==> src/hdl/shm_pkg.sv <==
// Shared types and constants of the stack headroom monitor.
// Used by the divider and the top level.
package shm_pkg;

	// Default thread count; sets the depth of the warned-flag memory
	localparam int MAX_THREADS_DEF = 32;

	// Field widths
	localparam int IDX_W   = 5;
	localparam int BYTES_W = 32;
	localparam int PCT_W   = 7;
	localparam int CNT_W   = 6;
	localparam int QUOT_W  = 7;
	localparam int NUM_W   = BYTES_W + QUOT_W;

	localparam logic [PCT_W-1:0] PCT_FULL      = 7'd100;
	localparam logic [PCT_W-1:0] THRESHOLD_RST = 7'd20;
	localparam logic [CNT_W-1:0] BELOW_MAX     = 6'd63;

	typedef enum logic [1:0] {
		KIND_WARN    = 2'd0,
		KIND_RECOVER = 2'd1,
		KIND_SUMMARY = 2'd2
	} result_kind_t;

	// One result item as it leaves the block
	typedef struct packed {
		result_kind_t         kind;
		logic [IDX_W-1:0]     event_thread;
		logic [BYTES_W-1:0]   event_free_bytes;
		logic [BYTES_W-1:0]   event_size_bytes;
		logic [IDX_W-1:0]     worst_thread;
		logic [BYTES_W-1:0]   worst_free_bytes;
		logic [PCT_W-1:0]     worst_used_percent;
		logic [CNT_W-1:0]     below_count;
		logic                 last_result;
	} result_t;

	// Request to the percent divider
	typedef struct packed {
		logic               start;
		logic [BYTES_W-1:0] free_bytes;
		logic [BYTES_W-1:0] size_bytes;
	} div_req_t;

	typedef enum logic [1:0] {
		DIV_IDLE,
		DIV_MUL,
		DIV_STEP
	} div_state_t;

	typedef enum logic [1:0] {
		ST_IDLE,
		ST_WAIT,
		ST_EVAL
	} top_state_t;

endpackage

==> src/hdl/shm_div.sv <==
// Iterative free-percent divider: min(free, size) * 100 / size, 0 for size 0.
// Depends on shm_pkg for widths and the request struct.
module shm_div import shm_pkg::*; (
	input  logic              clk,
	input  logic              arst_n,
	input  div_req_t          req,
	output logic              done,
	output logic [QUOT_W-1:0] quot
);

	div_state_t         state_q, state_d;
	logic [2:0]         step_q;
	logic               done_q;
	logic [BYTES_W-1:0] clamp_q;
	logic [BYTES_W-1:0] size_q;
	logic [NUM_W-1:0]   rem_q;
	logic [NUM_W-1:0]   dsh_q;
	logic [QUOT_W-1:0]  quot_q;
	logic               last_step;

	assign last_step = (state_q == DIV_STEP) && (step_q == 3'(QUOT_W - 1));

	// Next state
	always_comb begin
		state_d = state_q;
		case (state_q)
			DIV_IDLE: begin
				if (req.start) state_d = DIV_MUL;
			end
			DIV_MUL:  state_d = DIV_STEP;
			DIV_STEP: begin
				if (last_step) state_d = DIV_IDLE;
			end
			default:  state_d = DIV_IDLE;
		endcase
	end

	// Hold control state
	always_ff @(posedge clk or negedge arst_n) begin
		if (!arst_n) begin
			state_q <= DIV_IDLE;
			step_q  <= '0;
			done_q  <= 1'b0;
		end else begin
			state_q <= state_d;
			done_q  <= last_step;
			if (state_q == DIV_MUL) step_q <= '0;
			else if (state_q == DIV_STEP) step_q <= step_q + 3'd1;
		end
	end

	// Clamp, scale by 100, then one restoring step per cycle
	always_ff @(posedge clk) begin
		case (state_q)
			DIV_IDLE: begin
				if (req.start) begin
					clamp_q <= (req.free_bytes > req.size_bytes) ? req.size_bytes
						: req.free_bytes;
					size_q  <= req.size_bytes;
				end
			end
			DIV_MUL: begin
				// 100 = 64 + 32 + 4
				rem_q  <= {1'b0, clamp_q, 6'b0} + {2'b0, clamp_q, 5'b0}
					+ {5'b0, clamp_q, 2'b0};
				// a zero size gets an unreachable divisor so the quotient stays 0
				dsh_q  <= (size_q == '0) ? '1 : {1'b0, size_q, 6'b0};
				quot_q <= '0;
			end
			DIV_STEP: begin
				if (rem_q >= dsh_q) begin
					rem_q  <= rem_q - dsh_q;
					quot_q <= {quot_q[QUOT_W-2:0], 1'b1};
				end else begin
					quot_q <= {quot_q[QUOT_W-2:0], 1'b0};
				end
				dsh_q <= dsh_q >> 1;
			end
			default: ;
		endcase
	end

	assign done = done_q;
	assign quot = quot_q;

endmodule

==> src/hdl/shm_flag_ram.sv <==
// Warned-flag memory: one bit per thread slot, registered read.
// Valid bits cleared by reset make unwritten slots read as zero.
module shm_flag_ram #(
	parameter int DEPTH  = 32,
	parameter int ADDR_W = 5
) (
	input  logic              clk,
	input  logic              arst_n,
	input  logic              rd_en,
	input  logic [ADDR_W-1:0] rd_addr,
	output logic              rd_data,
	input  logic              wr_en,
	input  logic [ADDR_W-1:0] wr_addr,
	input  logic              wr_data
);

	logic             mem [DEPTH];
	logic [DEPTH-1:0] valid_q;
	logic             rd_data_q;

	// Mark written slots
	always_ff @(posedge clk or negedge arst_n) begin
		if (!arst_n) begin
			valid_q <= '0;
		end else if (wr_en) begin
			valid_q[wr_addr] <= 1'b1;
		end
	end

	// Write and registered read
	always_ff @(posedge clk) begin
		if (wr_en) mem[wr_addr] <= wr_data;
		if (rd_en) rd_data_q <= valid_q[rd_addr] & mem[rd_addr];
	end

	assign rd_data = rd_data_q;

endmodule

==> src/hdl/stack_headroom_monitor.sv <==
// Top level of the stack headroom monitor.
// Depends on shm_pkg, shm_div and shm_flag_ram.

// One sample is taken at a time and occupies the block through the accept cycle
// (which also reads the thread's warned flag), the clamp and scale by 100, seven
// restoring-division steps of the percent divider, the handoff of the quotient
// and the evaluation. A sample yields at most a warning or recovery followed,
// on the last sample of a tick, by the summary; both wait in a two-deep output
// register, so the next sample is taken while they drain. Evaluation waits for
// that register to empty.
// The threshold register resets to 20 and should be written only while idle.
module stack_headroom_monitor import shm_pkg::*; #(
	parameter int MAX_THREADS = MAX_THREADS_DEF
) (
	input  logic               clk,
	input  logic               arst_n,
	// sample channel
	input  logic               sample_valid,
	output logic               sample_stall,
	input  logic [IDX_W-1:0]   thread_index,
	input  logic [BYTES_W-1:0] free_bytes,
	input  logic [BYTES_W-1:0] size_bytes,
	input  logic               last_sample,
	// result channel
	output logic               result_valid,
	input  logic               result_stall,
	output logic [1:0]         result_kind,
	output logic [IDX_W-1:0]   event_thread,
	output logic [BYTES_W-1:0] event_free_bytes,
	output logic [BYTES_W-1:0] event_size_bytes,
	output logic [IDX_W-1:0]   worst_thread,
	output logic [BYTES_W-1:0] worst_free_bytes,
	output logic [PCT_W-1:0]   worst_used_percent,
	output logic [CNT_W-1:0]   below_count,
	output logic               last_result,
	// threshold register
	input  logic               cfg_valid,
	output logic               cfg_ready,
	input  logic [PCT_W-1:0]   cfg_data
);

	localparam int SLOT_W = (MAX_THREADS > 1) ? $clog2(MAX_THREADS) : 1;
	localparam int RED_W  = 13;

	top_state_t         state_q, state_d;
	logic               accept;
	logic               load;
	logic               pop;

	logic [PCT_W-1:0]   thresh_q;

	logic [IDX_W-1:0]   idx_q;
	logic [BYTES_W-1:0] free_q;
	logic [BYTES_W-1:0] size_q;
	logic               last_q;
	logic [SLOT_W-1:0]  slot_q;

	logic [RED_W-1:0]   red;
	logic [SLOT_W-1:0]  slot;

	div_req_t           div_req;
	logic               div_done;
	logic [QUOT_W-1:0]  free_pct;

	logic               was_warned;
	logic               below;
	logic               warn_ev;
	logic               recover_ev;
	logic               any_ev;

	logic               have_worst_q;
	logic [PCT_W-1:0]   worst_pct_q;
	logic [IDX_W-1:0]   worst_idx_q;
	logic [BYTES_W-1:0] worst_free_q;
	logic [CNT_W-1:0]   below_total_q;

	logic               take_worst;
	logic [PCT_W-1:0]   worst_pct_d;
	logic [IDX_W-1:0]   worst_idx_d;
	logic [BYTES_W-1:0] worst_free_d;
	logic [CNT_W-1:0]   below_total_d;

	result_t            ev_res;
	result_t            sum_res;
	result_t            first_res;

	logic               head_v_q;
	logic               sec_v_q;
	result_t            head_q;
	result_t            sec_q;

	assign accept = sample_valid && !sample_stall;

	// Reduce the thread index to its flag slot (index mod MAX_THREADS)
	always_comb begin
		red = {{(RED_W - IDX_W){1'b0}}, thread_index};
		for (int k = 4; k >= 0; k--) begin
			if (red >= RED_W'(MAX_THREADS << k)) red = red - RED_W'(MAX_THREADS << k);
		end
		slot = red[SLOT_W-1:0];
	end

	// Threshold register
	assign cfg_ready = 1'b1;
	always_ff @(posedge clk or negedge arst_n) begin
		if (!arst_n) begin
			thresh_q <= THRESHOLD_RST;
		end else if (cfg_valid && cfg_ready) begin
			thresh_q <= cfg_data;
		end
	end

	// Hold the accepted sample
	always_ff @(posedge clk) begin
		if (accept) begin
			idx_q  <= thread_index;
			free_q <= free_bytes;
			size_q <= size_bytes;
			last_q <= last_sample;
			slot_q <= slot;
		end
	end

	assign div_req.start      = accept;
	assign div_req.free_bytes = free_bytes;
	assign div_req.size_bytes = size_bytes;

	shm_div u_div (
		.clk    (clk),
		.arst_n (arst_n),
		.req    (div_req),
		.done   (div_done),
		.quot   (free_pct)
	);

	shm_flag_ram #(
		.DEPTH  (MAX_THREADS),
		.ADDR_W (SLOT_W)
	) u_flags (
		.clk     (clk),
		.arst_n  (arst_n),
		.rd_en   (accept),
		.rd_addr (slot),
		.rd_data (was_warned),
		.wr_en   (state_q == ST_EVAL && !head_v_q && any_ev),
		.wr_addr (slot_q),
		.wr_data (warn_ev)
	);

	// Classify the sample
	assign below      = free_pct < thresh_q;
	assign warn_ev    = below && !was_warned;
	assign recover_ev = !below && was_warned;
	assign any_ev     = warn_ev || recover_ev;

	// Tick tracking after this sample
	always_comb begin
		take_worst    = !have_worst_q || (free_pct < worst_pct_q);
		worst_pct_d   = take_worst ? free_pct : worst_pct_q;
		worst_idx_d   = take_worst ? idx_q : worst_idx_q;
		worst_free_d  = take_worst ? free_q : worst_free_q;
		below_total_d = (below && below_total_q != BELOW_MAX) ? below_total_q + 6'd1
			: below_total_q;
	end

	// Build the result items
	always_comb begin
		ev_res                    = '0;
		ev_res.kind               = warn_ev ? KIND_WARN : KIND_RECOVER;
		ev_res.event_thread       = idx_q;
		ev_res.event_free_bytes   = warn_ev ? free_q : '0;
		ev_res.event_size_bytes   = warn_ev ? size_q : '0;
		ev_res.last_result        = !last_q;

		sum_res                    = '0;
		sum_res.kind               = KIND_SUMMARY;
		sum_res.worst_thread       = worst_idx_d;
		sum_res.worst_free_bytes   = worst_free_d;
		sum_res.worst_used_percent = PCT_FULL - worst_pct_d;
		sum_res.below_count        = below_total_d;
		sum_res.last_result        = 1'b1;

		first_res = any_ev ? ev_res : sum_res;
	end

	// Next state
	always_comb begin
		state_d      = state_q;
		sample_stall = 1'b1;
		load         = 1'b0;
		case (state_q)
			ST_IDLE: begin
				sample_stall = 1'b0;
				if (sample_valid) state_d = ST_WAIT;
			end
			ST_WAIT: begin
				if (div_done) state_d = ST_EVAL;
			end
			ST_EVAL: begin
				if (!head_v_q) begin
					load    = any_ev || last_q;
					state_d = ST_IDLE;
				end
			end
			default: state_d = ST_IDLE;
		endcase
	end

	always_ff @(posedge clk or negedge arst_n) begin
		if (!arst_n) state_q <= ST_IDLE;
		else state_q <= state_d;
	end

	// Advance tick state on evaluation; clear it after a summary
	always_ff @(posedge clk or negedge arst_n) begin
		if (!arst_n) begin
			have_worst_q  <= 1'b0;
			worst_pct_q   <= '0;
			worst_idx_q   <= '0;
			worst_free_q  <= '0;
			below_total_q <= '0;
		end else if (state_q == ST_EVAL && !head_v_q) begin
			if (last_q) begin
				have_worst_q  <= 1'b0;
				worst_pct_q   <= '0;
				worst_idx_q   <= '0;
				worst_free_q  <= '0;
				below_total_q <= '0;
			end else begin
				have_worst_q  <= 1'b1;
				worst_pct_q   <= worst_pct_d;
				worst_idx_q   <= worst_idx_d;
				worst_free_q  <= worst_free_d;
				below_total_q <= below_total_d;
			end
		end
	end

	// Two-deep output register
	assign pop = head_v_q && !result_stall;

	always_ff @(posedge clk or negedge arst_n) begin
		if (!arst_n) begin
			head_v_q <= 1'b0;
			sec_v_q  <= 1'b0;
		end else if (load) begin
			head_v_q <= 1'b1;
			sec_v_q  <= any_ev && last_q;
		end else if (pop) begin
			head_v_q <= sec_v_q;
			sec_v_q  <= 1'b0;
		end
	end

	always_ff @(posedge clk) begin
		if (load) begin
			head_q <= first_res;
			sec_q  <= sum_res;
		end else if (pop && sec_v_q) begin
			head_q <= sec_q;
		end
	end

	// Drive the result transfer
	assign result_valid       = head_v_q;
	assign result_kind        = head_q.kind;
	assign event_thread       = head_q.event_thread;
	assign event_free_bytes   = head_q.event_free_bytes;
	assign event_size_bytes   = head_q.event_size_bytes;
	assign worst_thread       = head_q.worst_thread;
	assign worst_free_bytes   = head_q.worst_free_bytes;
	assign worst_used_percent = head_q.worst_used_percent;
	assign below_count        = head_q.below_count;
	assign last_result        = head_q.last_result;

endmodule

==> config.mk <==
export PLATFORM = sky130hd
export DESIGN_NAME = stack_headroom_monitor
export DESIGN_NICKNAME = d
export VERILOG_FILES = /design/src/hdl/shm_pkg.sv /design/src/hdl/shm_div.sv /design/src/hdl/shm_flag_ram.sv /design/src/hdl/stack_headroom_monitor.sv
export SDC_FILE = /design/constraint.sdc
export NUM_CORES = 1
export LEC_CHECK = 0
export BUFFER_PORTS_ARGS = -buffer_cell sky130_fd_sc_hd__buf_2
export CELL_PAD_IN_SITES_DETAIL_PLACEMENT = 1
export CELL_PAD_IN_SITES_GLOBAL_PLACEMENT = 1
export CORE_UTILIZATION = 53
export DETAILED_ROUTE_END_ITERATION = 8
export MAX_ROUTING_LAYER = met4
export PLACE_DENSITY = 0.95
export SYNTH_ARGS = -nofsm -noshare
export SYNTH_HDL_FRONTEND = slang
export SYNTH_SLANG_ARGS = --single-unit
==> constraint.sdc <==
create_clock -name clk -period 11 [get_ports clk]
set_clock_uncertainty 0.15 [all_clocks]
set_input_delay 2.2 -clock clk [delete_from_list [all_inputs] [get_ports clk]]
set_output_delay 2.2 -clock clk [all_outputs]
set_load 0.01 [all_outputs]
## Word-level counts from Yosys, hierarchy flattened

Memories as Yosys holds them, arrays and structs flattened.
Index checks and enable logic that the tools add are counted.

- $add $sub $neg: 6
- $lt $le $gt $ge: 7
- Eq/ne operators: 12
- Mux-type cells: 44
- Bitwise gates (word level): 2
- Reduce and logical (&&, ||, !) cells: 30

Operator list:

| kind | count |
|---|---|
| 122-bit two-way mux | 3 |
| 32-bit two-way mux | 5 |
| 39-bit case mux with 2 select lines | 2 |
| 39-bit two-way mux | 2 |
| 38-bit by 37-bit adder with 39-bit output | 1 |
| 39-bit by 34-bit adder with 39-bit output | 1 |
| 39-bit greater-or-equal comparator | 1 |
| 39-bit subtractor | 1 |
| 32-bit > comparator | 1 |
| 32-bit zero test | 1 |
| 32-bit OR | 1 |
| 7-bit < comparator | 2 |
| 1-bit two-way mux | 14 |
| 7-bit two-way mux | 2 |
| 7-bit case mux with 2 select lines | 1 |
| 5-bit by 6-bit < comparator with 1-bit output, second input constant | 2 |
| 6-bit two-way mux | 2 |
| 2-bit case mux with 3 select lines | 2 |
| 1-bit logical AND | 11 |
| 2-bit two-way mux | 5 |
| 5-bit two-way mux | 2 |
| 2-bit != test, second input constant | 4 |
| 7-bit subtractor, first input constant | 1 |
| 6-bit by 1-bit adder with 6-bit output, second input constant | 1 |
| 17 further kinds | 33 |

- Register bits: 492
- RAM bits: 32
- Bits of input ports: 82
- Output and inout port bits: 125
- Logic and storage cells: 138
- Memories: 1

Memory list:

| memory | depth | width | rd ports | clocked after memory_dff | write ports | RTL line | RTL |
|---|---|---|---|---|---|---|---|
| u_flags.mem | 32 | 1 | 1 | 0 | 1 | shm_flag_ram.sv:17 | `logic mem [DEPTH];` |

## Longest topological paths before layout

Gate-level depths: netlist of the first run.

- Word-level depth: 8
- Depth in mapped cells: 15
- Depth with buffers taken out: 15

## Hierarchy

Synthesis of the first run repeated with hierarchy kept, for this count alone.

- Cells, all modules: 2065
- Area total of the unflattened synthesis: 26290.2 um^2

Modules (own cells, without submodules):

| module | times used | cells an instance | area each (um^2) | sequential area each (um^2) |
|---|---|---|---|---|
| stack_headroom_monitor | 1 | 737 | 11970.2 | 8821.0 |
| shm_div | 1 | 1110 | 11648.7 | 4624.4 |
| shm_flag_ram | 1 | 218 | 2671.3 | 1791.7 |

## Least setup slack after synthesis of the first run

OpenSTA, ideal clock, no wires.

- Path kind: input-to-reg
- Start point: in result_stall
- End point: reg head_q (netlist bit below_count[0]) (enable)
- Setup time: 0.486 ns
- Arrival: 4.954 ns
- Data required time: 10.364 ns
- Setup slack: 5.410 ns
- Stages: 3
- Buffers on the path: 0
- Cells stage by stage: nor2b_1 > nand2_1 > nand2_1

- Longest elaborated chain between the ends: 4

Ends and longest elaborated chain:

| element | RTL line | RTL |
|---|---|---|
| from (decl) | stack_headroom_monitor.sv:26 | `input logic result_stall,` |
| 1-bit zero test | stack_headroom_monitor.sv:240 | `assign pop = head_v_q && !result_stall;` |
| 1-bit logical AND | stack_headroom_monitor.sv:240 |  |
| 1-bit logical AND | stack_headroom_monitor.sv:259 | `end else if (pop && sec_v_q) begin` |
| 2-bit nonzero test (no source line) | - |  |
| to (signal assigned) | stack_headroom_monitor.sv:257 | `head_q <= first_res;` |
| to (signal assigned) | stack_headroom_monitor.sv:260 | `head_q <= sec_q;` |
| to (decl) | stack_headroom_monitor.sv:89 | `result_t head_q;` |

No other way between the ends.
A chain may end at the register's enable or synchronous reset.

## Worst setup path after layout of the first run

- Start point: reg u_div.quot_q[1] (netlist: u_div.quot[1])
- End point: reg head_q (netlist bit event_size_bytes[25]) (enable)

- Longest elaborated chain between the ends: 8
- Elaborated cells between the ends (all ways): 9
- Classes of those cells: order compare (1); mux (2); reduce/logical (6)

Ends and longest elaborated chain:

| element | RTL line | RTL |
|---|---|---|
| from (decl) | shm_div.sv:18 | `logic [QUOT_W-1:0] quot_q;` |
| from (signal assigned) | shm_div.sv:73 | `quot_q <= {quot_q[QUOT_W-2:0], 1'b1};` |
| from (signal assigned) | shm_div.sv:75 | `quot_q <= {quot_q[QUOT_W-2:0], 1'b0};` |
| 7-bit < comparator (*) | stack_headroom_monitor.sv:151 | `assign below = free_pct < thresh_q;` |
| 1-bit zero test | stack_headroom_monitor.sv:153 | `assign recover_ev = !below && was_warned;` |
| 1-bit logical AND | stack_headroom_monitor.sv:153 |  |
| 1-bit logical OR (*) | stack_headroom_monitor.sv:154 | `assign any_ev = warn_ev \|\| recover_ev;` |
| 1-bit logical OR (*) | stack_headroom_monitor.sv:201 | `load = any_ev \|\| last_q;` |
| 1-bit two-way mux (*) | stack_headroom_monitor.sv:200 | `if (!head_v_q) begin` |
| 1-bit two-way mux (*) | stack_headroom_monitor.sv:191 | `case (state_q)` |
| 2-bit nonzero test (no source line) (*) | - |  |

Mark *: on every way between the ends. The rest lies on a longest branch, timed or not.

==> flow_metrics.tcl, run 1 <==
set metrics [dict create \
    reg2reg_depth 13 \
    hold_violations 0 \
    antenna_found_initial 15 \
    grt_pass1_wl_mm 135.3 \
    ctsHoldBuffers 0 \
    fin_crit_sh 0.4954 \
    via_count 19860 \
    outcome "finished, final reports clean" \
    drv_slew 0 \
    worstMarginPinSlew_ns 1.404 \
    dr.pass1.iters 5 \
    core_um2 48050 \
    p_leak_nw 12.22 \
    postSynthAreaPerCell_um2 12.09 \
    critPathKind "register to register" \
    cts_made_buffers 54 \
    tns_ns 0 \
    fmax_ghz 0.1835 \
    worstSetupEndpointType "register" \
    cts_sinks 524 \
    ys_seq_area_frac 0.5872 \
    setup_viol 0 \
    regToRegStartpoint "u_div.quot[1]$_SDFFCE_PN0P_" \
    synthArstFlopShare 0.1908 \
    drt_first_iter_violations 2325 \
    post_cts_resized 0 \
    r2r_end "event_size_bytes[25]$_SDFFCE_PN0P_" \
    switching_share 0.3828 \
    area_growth_pct 13.50 \
    tritoncts "yes" \
    gp_congestion 0.9142 \
    clkTransAtPathRegs_ns 0.06 \
    yosysWarnings 0 \
    post_cts_buffers 0 \
    seqPwrFrac 0.369 \
    drtAntennaViolNets 0 \
    io_pins 207 \
    utilization 0.6129 \
    die_h_um 223.3 \
    p_int_w 0.004607 \
    initial_core_util 0.5401 \
    cts.path.max_buffers 3 \
    grt_pass1_vias 21270 \
    fin_crit_ns 5.449 \
    ys_types 76 \
    gr-total-overflow 0 \
    critPathRequiredTime_ns 11.10 \
    power_w 0.007464 \
    grt_max_degree 79 \
    p_sw_w 0.002857 \
    maxCapViolations 0 \
    track_usage 0.3775 \
    ys.flop_type "edfxtp_1" \
    timing.slew.headroom 0.06367 \
    hpwl_mm 56.92 \
    drc 0 \
    dieArea_um2 49850 \
    hold_path.class "register to register" \
    cp-startpoint "u_div.quot[1]$_SDFFCE_PN0P_" \
    arrival_ns 5.55 \
    synth.ff_latch_count 524 \
    design_area_um2 29450 \
    ctsHtreeMaxLevel 2 \
    port-buffer-count 205 \
    die_w_um 223.3 \
    endpoint "event_size_bytes[25]$_SDFFCE_PN0P_" \
    worstSkewPairLatency_ns 0.65 \
    cellPowerDensity_nw_per_um2 253.4 \
    wirelength_mm 91.36 \
    ir_worst_vdd_uv 168.3 \
    synth-edff-count 424 \
    p_comb_frac 0.370 \
    drive_gt1_frac 0.1737 \
    num_rows 80 \
    wire_per_inst_um 30.29 \
    crit_path_max_fanout 70 \
    r2r_slack_ns 5.55 \
    syn_area_um2 25950 \
    rsz0062_at_grt "false" \
    via_per_inst 6.585 \
    synth_nets 2385 \
    final_nets 2576 \
    place_area_um2 27590 \
    cts-root-buf "clkbuf_16" \
    worst_setup_path_start_kind "register" \
    synthCells 2146 \
    clock_power_share 0.261 \
]
-- cell usage in the layout (no fill, tap or decap), types with 11 or more instances in the layout --
cell	synthesis	layout
a21o_1	53	53
a21oi_1	95	94
a22o_1	12	12
and2_1	13	13
and3_1	78	77
buf_2	10	204
buf_4	1	16
clkbuf_1	69	17
clkbuf_16	0	54
dfrtp_1	98	98
diode_2	0	18
edfxtp_1	424	424
fa_1	30	30
ha_1	127	124
inv_1	163	161
mux2_2	43	43
mux2i_1	87	87
nand2_1	236	234
nand2b_1	16	15
nand3_1	42	42
nand4_1	19	19
nor2_1	95	94
nor2b_1	13	13
o21ai_0	166	166
o21bai_1	12	11
or2_2	33	33
xnor2_1	44	44
xor2_1	31	31
-- kinds of logic after synthesis --
logic type / Yosys count / synth area share
other cells: 1 / 0.0001445
flops: 524 / 0.5872
xor+xnor: 75 / 0.02532
compound gates: 430 / 0.1044
mux: 136 / 0.05700
buf+inv: 248 / 0.03679
fa+ha+maj: 157 / 0.08439
simple gates: 575 / 0.1048
-- metrics by stage --
stage / hold WS, ns / cells / worst slack, ns
after floorplan: 0.2892 / 2146 / 5.410
after CTS: 0.3352 / 2998 / 5.646
after global placement: 0.3013 / 2896 / 5.332
after detailed placement: 0.3080 / 2896 / 5.225
final: 0.3355 / 3016 / 5.551
after global routing: 0.3528 / 3011 / 5.408
-- worst min path at each step --
stage | startpoint | to | slack, ns | depth (start not counted)
after floorplan | u_flags.valid_q[11]$_DFFE_PN0P_ | u_flags.valid_q[11]$_DFFE_PN0P_ | 0.29 | 1
after global placement | u_flags.valid_q[26]$_DFFE_PN0P_ | u_flags.valid_q[26]$_DFFE_PN0P_ | 0.30 | 1
after detailed placement | u_flags.valid_q[21]$_DFFE_PN0P_ | u_flags.valid_q[21]$_DFFE_PN0P_ | 0.31 | 1
after CTS | u_flags.valid_q[27]$_DFFE_PN0P_ | u_flags.valid_q[27]$_DFFE_PN0P_ | 0.34 | 1
after global routing | u_flags.valid_q[1]$_DFFE_PN0P_ | u_flags.valid_q[1]$_DFFE_PN0P_ | 0.35 | 1
final | u_flags.valid_q[1]$_DFFE_PN0P_ | u_flags.valid_q[1]$_DFFE_PN0P_ | 0.34 | 1
-- power groups by stage --
stage / clock network (W) / logic, W / registers, W
2_1_floorplan: 0 / 0.00184 / 0.00270
3_3_place_gp: 0 / 0.00236 / 0.00274
3_5_place_dp: 0 / 0.00256 / 0.00277
4_1_cts: 0.00194 / 0.00269 / 0.00275
5_1_grt: 0.00200 / 0.00293 / 0.00277
6_report: 0.00195 / 0.00276 / 0.00276
-- area by class of cell --
type	count	area (µm²)
Fill cell	4815	18600
Sequential cell	524	15240
Multi-Input combinational cell	1374	9829
Clock buffer	79	1525
Timing Repair Buffer	220	1141
Tap cell	615	769.5
Inverter	163	611.8
Clock inverter	23	290.3
Antenna cell	18	45.04
-- cell usage after synthesis, drive strengths merged (4+ instances only) --
library cell  count  area share
nand2b           16      0.0039
edfxtp          424        0.49
nor4              9      0.0022
or2              33      0.0080
o31ai             4      0.0014
a21oi           101       0.021
o21a              7      0.0020
nand3            42      0.0081
o21ai           171       0.033
nand2           236       0.034
a2111oi           5      0.0027
o211ai            9      0.0026
o22ai             8      0.0019
a221oi            6      0.0032
clkbuf           69       0.010
nor3              9      0.0017
o21bai           13      0.0039
buf              16      0.0032
inv             163       0.024
o2111ai           4      0.0014
and2             13      0.0031
xnor2            44       0.015
mux2i            87       0.034
ha              127       0.061
nand3b            5      0.0014
a22o             12      0.0041
a211oi            6      0.0017
nor2             95       0.014
xor2             31       0.010
a21o             53       0.015
a31oi             6      0.0014
and3             78       0.019
fa               30       0.023
mux2             44       0.019
nor2b            13      0.0031
dfrtp            98       0.095
nand4            19      0.0046
mux4              5      0.0043
-- worst max-delay path, stage by stage, from the launching register on --
cell and delay, ns:
edfxtp_1 0.49, ha_1 0.33, a21o_1 0.17, a21o_1 0.19
a21o_1 0.22, a21oi_2 0.31, o21bai_1 0.21, a21oi_1 0.23
ha_2 0.34, inv_1 0.27, o21ai_4 0.10, buf_4 0.37
nand2_4 0.67, buf_4 0.92
-- sequential cells by signal (all words and copies together), names as in the netlist, 6 cells and up --
name,cells
below_count,6
below_total_q,6
event_free_bytes,32
event_size_bytes,32
free_q,32
sec_q,50
size_q,32
thresh_q,7
u_div.clamp_q,32
u_div.dsh_q,39
u_div.quot,7
u_div.rem_q,39
u_div.size_q,32
u_flags.mem,32
u_flags.valid_q,32
worst_free_bytes,32
worst_free_q,32
worst_pct_q,7
worst_used_percent,7
-- per-layer routing --
metal	vias up	part of all wire	track usage
met1	10050	0.36	0.4321
li1	8143	-	-
met2	1270	0.49	0.6200
met3	395	0.089	0.07955
met5	-	0	-
met4	0	0.060	0.2114
No activity file was read; power rests on OpenSTA's default activity.
==> run 2, diff against run 1 <==
- CORE_UTILIZATION: 53 -> 49
- PLACE_DENSITY: 0.95 -> 0.92
- clock period: 11 -> 5.2 ns (I/O delays scaled with it)
==> run 2 against run 1 <==
Compared with the run above:
- cell count increased by 1.8%
- routed wire length down 8.1%
- clock power is 110% higher
- sequential power up 110%
- combinational power is 110% higher
- power rose by 110%
- non-clock buffer count up 4
- first-iteration DRC count down 12%
- critical path depth decreased by 1
- via count fell by 4.3%
- critical path type unchanged
- largest power group unchanged
- highest routed layer unchanged
==> flow_metrics.tcl, run 2 (synthesized netlist as in run 1, its figures left out) <==
set metrics [dict create \
    clkTransAtPathRegs_ns 0.07 \
    p_comb_frac 0.367 \
    clock_power_share 0.259 \
    hold_path.class "register to register" \
    via_per_inst 6.188 \
    busiest_layer "met2" \
    setup_viol 0 \
    drv_slew 0 \
    whs_ns 0.3213 \
    top_regs "sec_q: 50 flops, u_div.dsh_q: 39 flops, u_div.rem_q: 39 flops" \
    worstSkewPairLatency_ns 0.61 \
    drtAntennaViolNets 0 \
    cts.path.max_buffers 3 \
    top_register "sec_q" \
    io_pins 207 \
    cp.buffers_inverters 0 \
    reg2reg_depth 12 \
    whs_path_depth 1 \
    p_sw_w 0.005777 \
    layout_commonest_cell "edfxtp_1" \
    dr.pass1.iters 7 \
    worstSetupEndpointType "register" \
    r2r_end "worst_used_percent[6]$_DFFE_PP_" \
    crit_path_max_fanout 5 \
    timing.slew.headroom 0.1817 \
    grt_pass1_vias 20640 \
    fmax_ghz 0.2101 \
    via_count 19000 \
    die_h_um 232.1 \
    hp-start "u_flags.valid_q[31]$_DFFE_PN0P_" \
    switching_share 0.3721 \
    arrival_ns 4.97 \
    final_nets 2580 \
    rsz0062_at_grt "false" \
    ctsHoldBuffers 0 \
    track_usage 0.3223 \
    path_cells "ha_1 > a21o_1 > a21oi_1 > o22ai_1 > o21ai_0 > mux2i_1 > ha_1 > nand2b_1 > mux2i_1 > o21ai_1 > mux2_1 > a311o_1" \
    grt_use_met2 0.5467 \
    ir_worst_vdd_uv 343.0 \
    grt_max_degree 70 \
    cpPeakStageDelay_ns 0.65 \
    post_cts_buffers 0 \
    drt_first_iter_violations 2049 \
    met1_usage 0.3763 \
    p_int_w 0.009750 \
    core_um2 51820 \
    tritoncts "yes" \
    antenna_found_initial 5 \
    worstMarginPinSlew_ns 1.216 \
    num_rows 83 \
    maxCapViolations 0 \
    dieArea_um2 53880 \
    seqPwrFrac 0.374 \
    worst_setup_path_start_kind "register" \
    cts_made_buffers 54 \
    outcome "finished, final reports clean" \
    post_cts_resized 0 \
    drive_gt1_frac 0.1748 \
    fin_crit_sh 0.9151 \
    initial_core_util 0.5007 \
    layout_common_cells "424 x edfxtp_1, 234 x nand2_1, 204 x buf_2" \
    hpwl_mm 56.75 \
    fillers 5268 \
    wirelength_mm 83.93 \
    critPathRequiredTime_ns 5.41 \
    cp_top_family "compound AO/OA/AOI/OAI gates" \
    p_leak_nw 12.23 \
    crit_slowest_cell "mux2i_1" \
    tns_ns 0 \
    die_w_um 232.1 \
    ctsHtreeMaxLevel 2 \
    critPathKind "register to register" \
    wire_per_inst_um 27.34 \
    cts_sinks 524 \
    largest_register_ffs 50 \
    cellPowerDensity_nw_per_um2 525.6 \
    area_growth_pct 13.86 \
    min_to "u_flags.valid_q[31]$_DFFE_PN0P_" \
    grt_pass1_wl_mm 126.3 \
    r2r_slack_ns 0.44 \
    fin_crit_ns 4.759 \
    gr-total-overflow 0 \
    gp_congestion 0.9688 \
    regToRegStartpoint "u_div.quot[1]$_SDFFCE_PN0P_" \
    cts-root-buf "clkbuf_16" \
    hold_violations 0 \
    port-buffer-count 205 \
    drc 0 \
    grtUsageMet3 0.04556 \
]
-- run 2: final cells by class --
type | instances | area (µm²) | share of cell area
clock buffer | 76 | 1484 | 0.05023
sequential | 524 | 15240 | 0.5158
antenna | 4 | 10.01 | 0.0003388
tap | 680 | 850.8 | 0.02880
timing repair buffer | 224 | 1209 | 0.04091
multi-input combinational | 1374 | 9829 | 0.3327
clock inverter | 25 | 311.5 | 0.01055
inverter | 163 | 611.8 | 0.02071
-- run 2: worst max-delay path by stage --
stage | startpoint | endpoint | slack [ns] | cells past startpoint
CTS | u_div.quot[1]$_SDFFCE_PN0P_ | worst_used_percent[6]$_DFFE_PP_ | 0.65 | 12
detailed placement | size_bytes[1] | u_div.clamp_q[2]$_DFFE_PP_ | 0.83 | 13
floorplan | u_div.quot[1]$_SDFFCE_PN0P_ | below_count[0]$_DFFE_PP_ | 0.91 | 11
finish | u_div.quot[1]$_SDFFCE_PN0P_ | worst_used_percent[6]$_DFFE_PP_ | 0.44 | 12
global placement | size_bytes[1] | u_div.clamp_q[6]$_DFFE_PP_ | 0.92 | 13
global route | u_div.quot[1]$_SDFFCE_PN0P_ | worst_used_percent[6]$_DFFE_PP_ | 0.44 | 12
-- run 2: per-stage QoR --
stage          setup slack (ns)  instances  cell area, µm²  utilization  total power, W
6_report                 0.4414       3070           29540       0.5701         0.01553
3_3_place_gp             0.9225       2965           27740       0.5353         0.01085
3_5_place_dp             0.8340       2965           27740       0.5353         0.01126
4_1_cts                  0.6468       3066           29530       0.5699         0.01542
2_1_floorplan            0.9086       2146           25950            -        0.009588
5_1_grt                  0.4379       3070           29540       0.5701         0.01612
-- run 2: layer usage --
layer / vias to the layer above / routed length [µm] / share of wire
met4: 0 / 4353 / 0.052
met3: 264 / 5434 / 0.065
li1: 8124 / - / -
met5: - / 0 / 0
met2: 919 / 42500 / 0.51
met1: 9691 / 31630 / 0.38
-- run 2: power groups by stage --
stage / sequential [W] / clock (W) / combinational, W
floorplan: 0.00571 / 0 / 0.00388
global placement: 0.00581 / 0 / 0.00505
detailed placement: 0.00586 / 0 / 0.00541
CTS: 0.00579 / 0.00403 / 0.00560
global route: 0.00584 / 0.00417 / 0.00611
finish: 0.00581 / 0.00401 / 0.00571
